<file path="src/hw/rtl/clcd_pkg.sv">
package clcd_pkg;

    localparam int QDEPTH = 2;
    localparam int QPTR_W = $clog2(QDEPTH);
    localparam int QCNT_W = $clog2(QDEPTH + 1);

    localparam logic [7:0] CMD_SET_ADDR = 8'h80;
    localparam logic [7:0] CMD_CLEAR    = 8'h01;
    localparam logic [6:0] ODD_ROW_BASE = 7'h40;
    localparam logic [7:0] CHAR_NEWLINE = 8'd10;
    localparam logic [7:0] CHAR_RETURN  = 8'd13;
    localparam logic [3:0] NIBBLE_MASK  = 4'hF;

    localparam logic [5:0] COLUMNS_RESET = 6'd16;
    localparam logic       NIBBLE_RESET  = 1'b1;

    localparam logic REG_COLUMNS = 1'b0;
    localparam logic REG_NIBBLE  = 1'b1;

    typedef enum logic [1:0] {
        MODE_TEXT  = 2'd0,
        MODE_GOTO  = 2'd1,
        MODE_CLEAR = 2'd2
    } t_mode;

    typedef struct packed {
        logic [5:0] columns;
        logic       nibble_mode;
    } t_cfg;

    typedef struct packed {
        logic       is_data;
        logic [7:0] value;
    } t_qentry;

    typedef struct packed {
        logic    push;
        t_qentry entry;
    } t_push;

    typedef struct packed {
        logic full;
        logic empty;
    } t_qstat;

endpackage

</file>
<file path="src/hw/rtl/clcd_if.sv">
interface clcd_in_if;
    logic       valid;
    logic       ready;
    logic [1:0] mode;
    logic [7:0] char_code;
    logic [7:0] row;
    logic [6:0] col;

    modport source (output valid, output mode, output char_code, output row, output col,
                    input ready);
    modport sink (input valid, input mode, input char_code, input row, input col,
                  output ready);
endinterface

interface clcd_out_if;
    logic       valid;
    logic       ready;
    logic       reg_select;
    logic [7:0] bus_value;
    logic       last;

    modport source (output valid, output reg_select, output bus_value, output last,
                    input ready);
    modport sink (input valid, input reg_select, input bus_value, input last,
                  output ready);
endinterface

</file>
<file path="src/hw/rtl/clcd_front.sv">
module clcd_front (
    input  logic           i_clk,
    input  logic           i_rst_n,
    input  clcd_pkg::t_cfg i_cfg,
    input  clcd_pkg::t_qstat i_qstat,
    clcd_in_if.sink        i_in,
    output clcd_pkg::t_push o_push
);
    import clcd_pkg::*;

    logic [7:0] r_row;
    logic [7:0] n_row;
    logic [7:0] w_target;
    logic [6:0] w_col;
    logic [6:0] w_addr;
    logic       w_goto;
    logic       w_accept;
    t_qentry    w_entry;
    logic       w_emit;

    assign i_in.ready = !i_qstat.full;
    assign w_accept   = i_in.valid && i_in.ready;

    always_comb begin
        w_goto   = 1'b0;
        w_emit   = 1'b1;
        w_target = r_row;
        w_col    = 7'd0;
        n_row    = r_row;
        w_entry  = '{is_data: 1'b1, value: i_in.char_code};
        case (t_mode'(i_in.mode))
            MODE_TEXT: begin
                if (i_in.char_code == CHAR_NEWLINE) begin
                    w_goto   = 1'b1;
                    w_target = r_row + 8'd1;
                end else if (i_in.char_code == CHAR_RETURN) begin
                    w_goto = 1'b1;
                end
            end
            MODE_GOTO: begin
                w_goto   = 1'b1;
                w_target = i_in.row;
                w_col    = i_in.col;
            end
            MODE_CLEAR: begin
                n_row   = 8'd0;
                w_entry = '{is_data: 1'b0, value: CMD_CLEAR};
            end
            default: begin
                w_emit = 1'b0;
            end
        endcase
        w_addr = (w_target[0] ? ODD_ROW_BASE : 7'd0)
               + ((w_target > 8'd1) ? {1'b0, i_cfg.columns} : 7'd0)
               + w_col;
        if (w_goto) begin
            n_row   = w_target;
            w_entry = '{is_data: 1'b0, value: CMD_SET_ADDR | {1'b0, w_addr}};
        end
    end

    always_ff @(posedge i_clk) begin
        if (!i_rst_n) begin
            r_row <= 8'd0;
        end else if (w_accept) begin
            r_row <= n_row;
        end
    end

    assign o_push.push  = w_accept && w_emit;
    assign o_push.entry = w_entry;

endmodule

</file>
<file path="src/hw/rtl/clcd_queue.sv">
module clcd_queue (
    input  logic              i_clk,
    input  logic              i_rst_n,
    input  clcd_pkg::t_push   i_push,
    input  logic              i_pop,
    output clcd_pkg::t_qentry o_head,
    output clcd_pkg::t_qstat  o_qstat
);
    import clcd_pkg::*;

    t_qentry           r_mem [QDEPTH];
    logic [QPTR_W-1:0] r_wptr;
    logic [QPTR_W-1:0] r_rptr;
    logic [QCNT_W-1:0] r_count;
    logic              w_push;
    logic              w_pop;

    assign o_qstat.full  = (r_count == QCNT_W'(QDEPTH));
    assign o_qstat.empty = (r_count == '0);
    assign w_push = i_push.push && !o_qstat.full;
    assign w_pop  = i_pop && !o_qstat.empty;
    assign o_head = r_mem[r_rptr];

    always_ff @(posedge i_clk) begin
        if (w_push) begin
            r_mem[r_wptr] <= i_push.entry;
        end
    end

    always_ff @(posedge i_clk) begin
        if (!i_rst_n) begin
            r_wptr  <= '0;
            r_rptr  <= '0;
            r_count <= '0;
        end else begin
            if (w_push) begin
                r_wptr <= (r_wptr == QPTR_W'(QDEPTH - 1)) ? '0 : r_wptr + 1'b1;
            end
            if (w_pop) begin
                r_rptr <= (r_rptr == QPTR_W'(QDEPTH - 1)) ? '0 : r_rptr + 1'b1;
            end
            case ({w_push, w_pop})
                2'b10:   r_count <= r_count + 1'b1;
                2'b01:   r_count <= r_count - 1'b1;
                default: r_count <= r_count;
            endcase
        end
    end

endmodule

</file>
<file path="src/hw/rtl/clcd_back.sv">
module clcd_back (
    input  logic              i_clk,
    input  logic              i_rst_n,
    input  clcd_pkg::t_cfg    i_cfg,
    input  clcd_pkg::t_qentry i_head,
    input  clcd_pkg::t_qstat  i_qstat,
    output logic              o_pop,
    clcd_out_if.source        o_out
);
    import clcd_pkg::*;

    logic       r_valid;
    logic       r_rs;
    logic [7:0] r_bus;
    logic       r_last;
    logic       r_pend;
    logic       r_pend_rs;
    logic [3:0] r_pend_nib;
    logic       w_load;

    assign w_load = !r_valid || o_out.ready;
    assign o_pop  = w_load && !r_pend && !i_qstat.empty;

    always_ff @(posedge i_clk) begin
        if (!i_rst_n) begin
            r_valid <= 1'b0;
            r_pend  <= 1'b0;
        end else if (w_load) begin
            if (r_pend) begin
                r_valid <= 1'b1;
                r_pend  <= 1'b0;
            end else if (!i_qstat.empty) begin
                r_valid <= 1'b1;
                r_pend  <= i_cfg.nibble_mode;
            end else begin
                r_valid <= 1'b0;
            end
        end
    end

    always_ff @(posedge i_clk) begin
        if (w_load) begin
            if (r_pend) begin
                r_rs   <= r_pend_rs;
                r_bus  <= {4'd0, r_pend_nib};
                r_last <= 1'b1;
            end else begin
                r_rs       <= i_head.is_data;
                r_pend_rs  <= i_head.is_data;
                r_pend_nib <= i_head.value[3:0] & NIBBLE_MASK;
                if (i_cfg.nibble_mode) begin
                    r_bus  <= {4'd0, i_head.value[7:4]};
                    r_last <= 1'b0;
                end else begin
                    r_bus  <= i_head.value;
                    r_last <= 1'b1;
                end
            end
        end
    end

    assign o_out.valid      = r_valid;
    assign o_out.reg_select = r_rs;
    assign o_out.bus_value  = r_bus;
    assign o_out.last       = r_last;

endmodule

</file>
<file path="src/hw/rtl/char_lcd_text_command_stream.sv">
// Takes text characters, go-to and clear requests and turns them into
// character-LCD bus transfers, each with a register select flag and a last flag.
// A request is accepted in any cycle in which the two-entry queue between the
// front end and the bus driver has room; the first transfer passes through the
// queue and then the output register. In 4-bit mode every byte leaves as two
// transfers through the single output register; in 8-bit mode the rate is one
// request a cycle while ready stays high. Mode 3 is accepted and yields nothing.
// Columns and nibble mode sit at APB byte addresses 0 and 4 and should be
// written only while no transfer is pending.
module char_lcd_text_command_stream (
    input  logic        i_clk,
    input  logic        i_rst_n,
    input  logic        psel,
    input  logic        penable,
    input  logic        pwrite,
    input  logic [2:0]  paddr,
    input  logic [31:0] pwdata,
    output logic [31:0] prdata,
    output logic        pready,
    clcd_in_if.sink     i_in,
    clcd_out_if.source  o_out
);
    import clcd_pkg::*;

    t_cfg    r_cfg;
    t_push   w_push;
    t_qentry w_head;
    t_qstat  w_qstat;
    logic    w_pop;
    logic    w_wr;

    assign pready = 1'b1;
    assign w_wr   = psel && penable && pwrite;

    always_ff @(posedge i_clk) begin
        if (!i_rst_n) begin
            r_cfg.columns     <= COLUMNS_RESET;
            r_cfg.nibble_mode <= NIBBLE_RESET;
        end else if (w_wr) begin
            case (paddr[2])
                REG_COLUMNS: r_cfg.columns     <= pwdata[5:0];
                REG_NIBBLE:  r_cfg.nibble_mode <= pwdata[0];
                default:     r_cfg             <= r_cfg;
            endcase
        end
    end

    always_comb begin
        case (paddr[2])
            REG_COLUMNS: prdata = {26'd0, r_cfg.columns};
            REG_NIBBLE:  prdata = {31'd0, r_cfg.nibble_mode};
            default:     prdata = 32'd0;
        endcase
    end

    clcd_front u_front (
        .i_clk   (i_clk),
        .i_rst_n (i_rst_n),
        .i_cfg   (r_cfg),
        .i_qstat (w_qstat),
        .i_in    (i_in),
        .o_push  (w_push)
    );

    clcd_queue u_queue (
        .i_clk   (i_clk),
        .i_rst_n (i_rst_n),
        .i_push  (w_push),
        .i_pop   (w_pop),
        .o_head  (w_head),
        .o_qstat (w_qstat)
    );

    clcd_back u_back (
        .i_clk   (i_clk),
        .i_rst_n (i_rst_n),
        .i_cfg   (r_cfg),
        .i_head  (w_head),
        .i_qstat (w_qstat),
        .o_pop   (w_pop),
        .o_out   (o_out)
    );

endmodule

</file>
<file path="src/flat_wrapper.sv">
// flat-port wrapper written by rule: the top's interface ports become plain ports
module char_lcd_text_command_stream_flat import clcd_pkg::*;
  (i_clk, i_rst_n, psel, penable, pwrite, paddr, pwdata, prdata, pready, i_in_valid, i_in_mode, i_in_char_code, i_in_row, i_in_col, i_in_ready, o_out_valid, o_out_reg_select, o_out_bus_value, o_out_last, o_out_ready);
  clcd_in_if i_in_i ();
  clcd_out_if o_out_i ();
  input  logic i_clk;
  input  logic i_rst_n;
  input  logic psel;
  input  logic penable;
  input  logic pwrite;
  input  logic [2:0] paddr;
  input  logic [31:0] pwdata;
  output logic [31:0] prdata;
  output logic pready;
  input wire logic [$bits(i_in_i.valid)-1:0] i_in_valid;
  input wire logic [$bits(i_in_i.mode)-1:0] i_in_mode;
  input wire logic [$bits(i_in_i.char_code)-1:0] i_in_char_code;
  input wire logic [$bits(i_in_i.row)-1:0] i_in_row;
  input wire logic [$bits(i_in_i.col)-1:0] i_in_col;
  output wire logic [$bits(i_in_i.ready)-1:0] i_in_ready;
  output wire logic [$bits(o_out_i.valid)-1:0] o_out_valid;
  output wire logic [$bits(o_out_i.reg_select)-1:0] o_out_reg_select;
  output wire logic [$bits(o_out_i.bus_value)-1:0] o_out_bus_value;
  output wire logic [$bits(o_out_i.last)-1:0] o_out_last;
  input wire logic [$bits(o_out_i.ready)-1:0] o_out_ready;
  assign i_in_i.valid = i_in_valid;
  assign i_in_i.mode = i_in_mode;
  assign i_in_i.char_code = i_in_char_code;
  assign i_in_i.row = i_in_row;
  assign i_in_i.col = i_in_col;
  assign i_in_ready = i_in_i.ready;
  assign o_out_valid = o_out_i.valid;
  assign o_out_reg_select = o_out_i.reg_select;
  assign o_out_bus_value = o_out_i.bus_value;
  assign o_out_last = o_out_i.last;
  assign o_out_i.ready = o_out_ready;
  char_lcd_text_command_stream u_core (.i_clk(i_clk), .i_rst_n(i_rst_n), .psel(psel), .penable(penable), .pwrite(pwrite), .paddr(paddr), .pwdata(pwdata), .prdata(prdata), .pready(pready), .i_in(i_in_i), .o_out(o_out_i));
endmodule
</file>
<file path="config.mk">
export PLATFORM = sky130hd
export DESIGN_NAME = char_lcd_text_command_stream_flat
export DESIGN_NICKNAME = d
export VERILOG_FILES = /design/src/hw/rtl/clcd_pkg.sv /design/src/hw/rtl/clcd_if.sv /design/src/hw/rtl/clcd_front.sv /design/src/hw/rtl/clcd_queue.sv /design/src/hw/rtl/clcd_back.sv /design/src/hw/rtl/char_lcd_text_command_stream.sv /design/src/flat_wrapper.sv
export SDC_FILE = /design/constraint.sdc
export NUM_CORES = 1
export LEC_CHECK = 0
export ABC_AREA = 1
export BUFFER_PORTS_ARGS = -buffer_cell sky130_fd_sc_hd__buf_2
export CAP_MARGIN = 5
export CELL_PAD_IN_SITES_DETAIL_PLACEMENT = 0
export CELL_PAD_IN_SITES_GLOBAL_PLACEMENT = 1
export CORE_MARGIN = 2
export CORE_UTILIZATION = 32
export CTS_CLUSTER_DIAMETER = 120
export DETAILED_ROUTE_END_ITERATION = 8
export GPL_ROUTABILITY_DRIVEN = 1
export PLACE_DENSITY_LB_ADDON = 0.1
export SLEW_MARGIN = 20
export SYNTH_ARGS = -nofsm -noshare
export SYNTH_HDL_FRONTEND = slang
export SYNTH_SLANG_ARGS = --single-unit
export TNS_END_PERCENT = 30
</file>
<file path="constraint.sdc">
create_clock -name i_clk -period 2.8 [get_ports i_clk]
set_input_delay 0.14 -clock i_clk [delete_from_list [all_inputs] [get_ports i_clk]]
set_output_delay 0.14 -clock i_clk [all_outputs]
set_load 0.01 [all_outputs]
</file>
==> impl_metrics.env, run 1 <==
export IMPL_status="completed"
export IMPL_p_seq_share_pct=48.7
export IMPL_wire_per_inst_um=12.1
export IMPL_power_frac_comb_pct=27.9
export IMPL_final_period_utilization_pct=99.6
export IMPL_yosysSeqAreaShare_pct=44.8
export IMPL_power_switching_mw=0.712
export IMPL_final_util_pct=43.0
export IMPL_hold_start="pwdata[4]"
export IMPL_hp_class="primary input to flop"
export IMPL_ir_drop_mv=0.233
export IMPL_drv_cap=0
export IMPL_netlist_cell_type_count=30
export IMPL_grt_max_degree=17
export IMPL_intPower_mw=1.57
export IMPL_worstSetupEndpointType="flop"
export IMPL_rr_endpoint="u_core.u_queue.r_mem[1][6]$_DFFE_PP_"
export IMPL_path_class="flop to flop"
export IMPL_synthTopCellsByCount="92 x nand2_1, 51 x inv_1, 42 x nor2_1, 32 x edfxtp_1, 27 x buf_4"
export IMPL_worstSkewPairLatency_ps=310
export IMPL_fin_total_pwr_mw=2.28
export IMPL_rr_worst_depth=19
export IMPL_cp_arrival_ps=2860
export IMPL_n_antenna_cell=0
export IMPL_route_vias_total=2749
export IMPL_finalNonFillerCells=640
export IMPL_final_nets=582
export IMPL_synth_compound_area_share_pct=9.91
export IMPL_place_congestion=0.821
export IMPL_synth_ff_type="edfxtp_1"
export IMPL_grt_antenna_before_repair=0
export IMPL_power_frac_clock_pct=23.4
export IMPL_synth_top_area_share_pct=30.7
export IMPL_design_area_um2=4150
export IMPL_rsz0062_at_grt="yes"
export IMPL_cts_tree="yes"
export IMPL_placed_cell_area_um2=3840
export IMPL_nFillCells=1050
export IMPL_fmax_ghz=0.359
export IMPL_hpwl_mm=6.11
export IMPL_drc_errors=0
export IMPL_ios=112
export IMPL_drtPass1Iterations=4
export IMPL_r2r_slack_ps=10
export IMPL_synthToLayoutAreaGrowth_pct=32.5
export IMPL_skew_ps=9.04
export IMPL_synthAdderAreaFrac_pct=3.84
export IMPL_vias_per_cell=4.30
export IMPL_hold_viol=0
export IMPL_holdPathStages=3
export IMPL_numCtsBuffers=5
export IMPL_placed_cells=628
export IMPL_overflow=0
export IMPL_htree_levels=2
export IMPL_synth_cell_area_um2=3130
export IMPL_wirelength_mm=7.75
export IMPL_floorplan_initialDensity_pct=32.5
export IMPL_crit_required_ps=2870
export IMPL_synth_top_family_by_area="simple AND/OR/NAND/NOR gates"
export IMPL_reg2reg_from="u_core.u_front.r_row[0]$_SDFFE_PN0P_"
export IMPL_fp_dieW_um=103
export IMPL_p_leak_nw=1.93
export IMPL_syn_area_per_cell_um2=7.95
export IMPL_grt_util_all_layers_pct=15.4
export IMPL_portBuffers=56
export IMPL_synthTopCellsByArea="edfxtp_1 31%, dfxtp_1 14%, nand2_1 11%"
export IMPL_synth_most_common_cell="nand2_1"
export IMPL_setup_viol=0
export IMPL_hold_end="u_core.r_cfg[5]$_SDFFE_PN1P_"
export IMPL_drive_above_1_share_pct=34.5
export IMPL_synthArstFlopShare_pct=0
export IMPL_synth_xor_xnor_area_share_pct=0.560
export IMPL_synth_simple_area_share_pct=23.9
export IMPL_clkSlewWorstSetupHoldPaths_ps=100
export IMPL_fin_crit_ps=2790
export IMPL_core_area_um2=9640
export IMPL_sw_frac_of_total_pct=31.2
export IMPL_clock_path_buffers=2
export IMPL_postRouteAntennaNets=0
export IMPL_relSlewSlack_pct=57.4
export IMPL_yosys_register_bits=54
export IMPL_dieArea_um2=10600
export IMPL_synth_edf_count=32
export IMPL_cts_root_buf="clkbuf_8"
export IMPL_fp_dieH_um=103
export IMPL_muxShareOfSynthArea_pct=3.08
export IMPL_first_iter_violations=47
export IMPL_cp_max_fo=4
export IMPL_maxSlewViolCount=0
export IMPL_yosysWarnings=0
export IMPL_grt_pass1_vias=2582
export IMPL_synthCells=394
export IMPL_yosysTopAreaCell="edfxtp_1"
export IMPL_worstMarginPinSlew_ps=633
export IMPL_cts_sinks=54
export IMPL_rows=36
export IMPL_grt_pass1_wl_mm=12.6
export IMPL_cp_start_kind="flop"
export IMPL_p_per_area_nw_per_um2=551
==> layout by cell type (no fill, tap or decap), drive strengths merged, types with 2 or more instances in the layout <==
cell type  netlist  routed
clkinv           2       2
nor3             2       2
nand3b           2       2
edfxtp          32      32
a21oi           25      25
inv             51      51
o22ai            6       6
conb             2      27
dfxtp           22      22
nand3           21      21
nor2            47      47
o21ai           20      20
xnor2            2       2
ha               8       8
mux2i            4       4
nand2           97      97
buf             30     113
clkbuf           3       6
nand4            5       5
o211ai           4       4
mux2             5       5
==> cells by family after synthesis <==
family,after synthesis
and+or+nand+nor,175
buffers and inverters,86
AOI/OAI and AO/OA,57
DFF,54
adders and majority gates,9
muxes,9
other,2
xor gates and xnor gates,2
==> stage by stage <==
stage / hold WS, ps / setup WS, ps / setup TNS (ps)
floorplan: 266 / 38.6 / 0
global placement: 366 / -198 / -686
detailed placement: 369 / -181 / -927
CTS: 41.4 / -13.9 / -27.8
global route: 69.7 / -192 / -568
finish: 45.5 / 12.3 / 0
==> worst max-delay path, stage by stage, from the launching register on <==
cell,delay (ps)
dfxtp_4,370
ha_4,180
xnor2_1,140
nand2_1,70
nand3_1,100
nand2_2,70
nor2_2,120
nand3_2,80
nor2_4,150
nor2_2,50
ha_2,180
fa_2,400
nand3_2,70
nand3_2,80
nand2_2,90
nand2_2,50
a21oi_2,140
nand2_1,70
nand3_1,70
nand2_1,60
==> routing by layer <==
metal	up-vias	wire length [um]	global-route usage, %
li1	1446	-	-
met1	1239	3350	19.3
met2	56	4030	27.6
met3	8	261	2.44
met4	0	100	3.85
met5	-	0	0
==> power groups by stage <==
stage | Combinational [mW] | Clock [mW] | Sequential (mW)
5_1_grt | 0.729 | 0.592 | 1.14
4_1_cts | 0.635 | 0.556 | 1.12
2_1_floorplan | 0.400 | 0 | 1.14
6_report | 0.637 | 0.534 | 1.11
3_3_place_gp | 0.620 | 0 | 1.13
3_5_place_dp | 0.625 | 0 | 1.13
==> sequential cells by signal, summed over array words and instances, names as in the netlist, 2 cells and up, named ones only <==
| name | flops |
|---|---|
| u_core.r_cfg | 7 |
| u_core.u_back.o_out.bus_value | 8 |
| u_core.u_back.r_pend_nib | 4 |
| u_core.u_front.r_row | 8 |
| u_core.u_queue.r_count | 2 |
| u_core.u_queue.r_mem | 18 |
==> layout make-up <==
cell class | count | area (um^2) | area share, %
clock inverter | 2 | 37.5 | 0.905
timing repair buffer | 113 | 716 | 17.3
inverter | 53 | 199 | 4.80
clock buffer | 6 | 72.6 | 1.75
sequential | 54 | 1420 | 34.1
tap | 133 | 166 | 4.01
multi-input combinational | 279 | 1540 | 37.1
==> worst max-delay path by stage <==
stage	startpoint	end	slack (ps)	cells after the start
6_report	u_core.u_front.r_row[0]$_SDFFE_PN0P_	u_core.u_queue.r_mem[1][6]$_DFFE_PP_	10	19
5_1_grt	u_core.u_front.r_row[0]$_SDFFE_PN0P_	u_core.u_queue.r_mem[0][6]$_DFFE_PP_	-190	22
4_1_cts	u_core.u_front.r_row[1]$_SDFFE_PN0P_	u_core.u_queue.r_mem[0][6]$_DFFE_PP_	-10	22
3_5_place_dp	u_core.u_front.r_row[0]$_SDFFE_PN0P_	u_core.u_queue.r_mem[0][6]$_DFFE_PP_	-180	22
3_3_place_gp	i_in_char_code[6]	u_core.u_queue.r_mem[1][5]$_DFFE_PP_	-200	24
2_1_floorplan	u_core.u_front.r_row[0]$_SDFFE_PN0P_	u_core.u_queue.r_mem[0][6]$_DFFE_PP_	40	22
==> repair_timing <==
| item | CTS | global route |
|---|---|---|
| setup buffers | 3 | 2 |
| hold buffers | 0 | 0 |
| pin swaps | 12 | 18 |
| gates resized for setup | 18 | 33 |
| endpoints found under the setup margin | 8 | 10 |
(Power assumes the default switching activity.)
==> run 2, diff against run 1 <==
CORE_UTILIZATION = 33   (was 32)
CTS_BUF_LIST = sky130_fd_sc_hd__clkbuf_4   (was unset)
==> impl_metrics.env, run 2 (same netlist as run 1, synthesis figures left out) <==
export IMPL_design_area_um2=4150
export IMPL_hold_viol=0
export IMPL_setup_ws_ps=21.7
export IMPL_ir_drop_mv=0.197
export IMPL_power_switching_mw=0.715
export IMPL_slowest_delay_ps=410
export IMPL_p_per_area_nw_per_um2=511
export IMPL_nFillCells=962
export IMPL_htree_levels=2
export IMPL_cp_top_family="simple AND/OR/NAND/NOR gates"
export IMPL_fp_dieW_um=101
export IMPL_grt_util_all_layers_pct=15.7
export IMPL_cp_num_buf_inv=1
export IMPL_rows=35
export IMPL_grt_pass1_vias=2688
export IMPL_cp_max_fo=5
export IMPL_place_congestion=0.835
export IMPL_fin_total_pwr_mw=2.12
export IMPL_pre_cts_ws_ps=-217
export IMPL_placed_cell_area_um2=3800
export IMPL_final_period_utilization_pct=99.2
export IMPL_largest_reg_flops=18
export IMPL_use_met2_pct=29.9
export IMPL_cts_root_buf="clkbuf_4"
export IMPL_n_antenna_cell=0
export IMPL_final_util_pct=44.9
export IMPL_postRouteAntennaNets=0
export IMPL_vias_per_cell=4.32
export IMPL_final_cell_mix="82 x nand2_1, 56 x buf_2, 54 x buf_4, 51 x inv_1, 37 x nor2_1"
export IMPL_power_frac_clock_pct=17.1
export IMPL_cp_start_kind="flop"
export IMPL_rsz0062_at_grt="yes"
export IMPL_wirelength_mm=7.93
export IMPL_drc_errors=0
export IMPL_drive_above_1_share_pct=34.0
export IMPL_sw_frac_of_total_pct=33.8
export IMPL_grt_pass1_wl_mm=12.6
export IMPL_busiest_layer="met2"
export IMPL_crit_top_cell="nand2_1"
export IMPL_maxSlewViolCount=0
export IMPL_route_vias_total=2759
export IMPL_grt_antenna_before_repair=0
export IMPL_worstSetupEndpointType="flop"
export IMPL_clock_path_buffers=2
export IMPL_fp_dieH_um=101
export IMPL_holdWs_ps=17.4
export IMPL_top_register="u_core.u_queue.r_mem"
export IMPL_worstMarginPinSlew_ps=589
export IMPL_placed_cells=620
export IMPL_path_class="flop to flop"
export IMPL_gr_usage_met1_pct=18.2
export IMPL_hpwl_mm=6.10
export IMPL_clkSlewWorstSetupHoldPaths_ps=170
export IMPL_relSlewSlack_pct=60.3
export IMPL_worstSkewPairLatency_ps=380
export IMPL_cp_arrival_ps=2950
export IMPL_final_nets=584
export IMPL_drtPass1Iterations=5
export IMPL_floorplan_initialDensity_pct=33.9
export IMPL_dieArea_um2=10300
export IMPL_wire_per_inst_um=12.4
export IMPL_crit_required_ps=2970
export IMPL_finalNonFillerCells=638
export IMPL_p_leak_nw=1.94
export IMPL_cts_sinks=54
export IMPL_fin_crit_ps=2780
export IMPL_worstPathCellList="buf_6, nand2_4, nor2_4, nand2_1, nand2_1, nand2_1, nand2_1, nand2_2, a21oi_2, nand2_1, nor2_4, nor2_2, ha_2, fa_2, nand3_4, nand3_4, nand2_4, nand2_2, a21oi_2, nand2_1, nand3_2, nand2_2"
export IMPL_p_seq_share_pct=52.6
export IMPL_setup_tns_ps=0
export IMPL_synthToLayoutAreaGrowth_pct=32.6
export IMPL_grt_max_degree=18
export IMPL_ios=112
export IMPL_setup_viol=0
export IMPL_cts_tree="yes"
export IMPL_intPower_mw=1.40
export IMPL_skew_ps=12.2
export IMPL_power_frac_comb_pct=30.3
export IMPL_portBuffers=56
export IMPL_status="completed"
export IMPL_met3_usage_pct=2.28
export IMPL_drv_cap=0
export IMPL_final_common_cell="nand2_1"
export IMPL_core_area_um2=9240
export IMPL_hp_class="primary input to flop"
export IMPL_first_iter_violations=62
export IMPL_overflow=0
export IMPL_slowest_stage="dfxtp_4"
export IMPL_fmax_ghz=0.360
export IMPL_numCtsBuffers=5
-- run 2: cell types whose count changed in the layout (fill, tap and decap cells not counted), moves of 2 or more --
cell,before,now
clkbuf_4,0,5
clkbuf_8,5,0
nand2_2,17,13
dlygate4sd3_1,0,2
nand2_1,80,82
nand2_4,0,2
-- run 2: timing repair --
item,in CTS,in global routing
pin swaps,19,23
buffers inserted,7,2
gates resized for setup,29,25
endpoints found under the setup margin,8,10
hold endpoints to repair,2,0
hold buffers,2,0
-- run 2: path summary, 6_finish.rpt --
path | slack, ps | depth (start not counted) | endpoint | from
hold reg to reg | 470 | 1 | u_core.u_queue.r_rptr$_SDFFE_PN0P_ | u_core.u_queue.r_rptr$_SDFFE_PN0P_
hold / removal | 20 | 3 | u_core.r_cfg[3]$_SDFFE_PN0P_ | pwdata[2]
setup / recovery | 20 | 22 | u_core.u_queue.r_mem[0][6]$_DFFE_PP_ | u_core.u_front.r_row[1]$_SDFFE_PN0P_
setup reg to reg | 20 | 22 | u_core.u_queue.r_mem[0][6]$_DFFE_PP_ | u_core.u_front.r_row[1]$_SDFFE_PN0P_
-- run 2: final cells by class --
class	count	area, um^2	share of cell area [%]
multi-input cells	279	1580	38.1
clock buffers	5	37.5	0.904
flip-flops and latches	54	1410	34.0
clock inverters	3	20.0	0.482
inverters	53	199	4.79
well taps	129	161	3.89
repair buffers	115	739	17.8
-- run 2: layer usage --
metal,share of wire (%),vias up
met5,0,-
met4,1.5,0
li1,-,1457
met1,43,1246
met2,52,47
met3,2.7,9
-- run 2: worst reg2reg max path, delay by kind of cell (launching register included) --
family | cells | cell delay [ps]
AO/OA/AOI/OAI | 2 | 240
adder cells (fa/ha/maj) | 2 | 560
buffers and inverters | 1 | 110
flip-flops | 1 | 410
AND/OR/NAND/NOR | 17 | 1270
-- run 2: power groups by stage --
stage | clock network (mW) | registers [mW] | logic, mW
floorplan | 0 | 1.14 | 0.400
global placement | 0 | 1.13 | 0.613
detailed placement | 0 | 1.13 | 0.618
CTS | 0.385 | 1.12 | 0.635
global route | 0.402 | 1.14 | 0.727
finish | 0.363 | 1.11 | 0.642
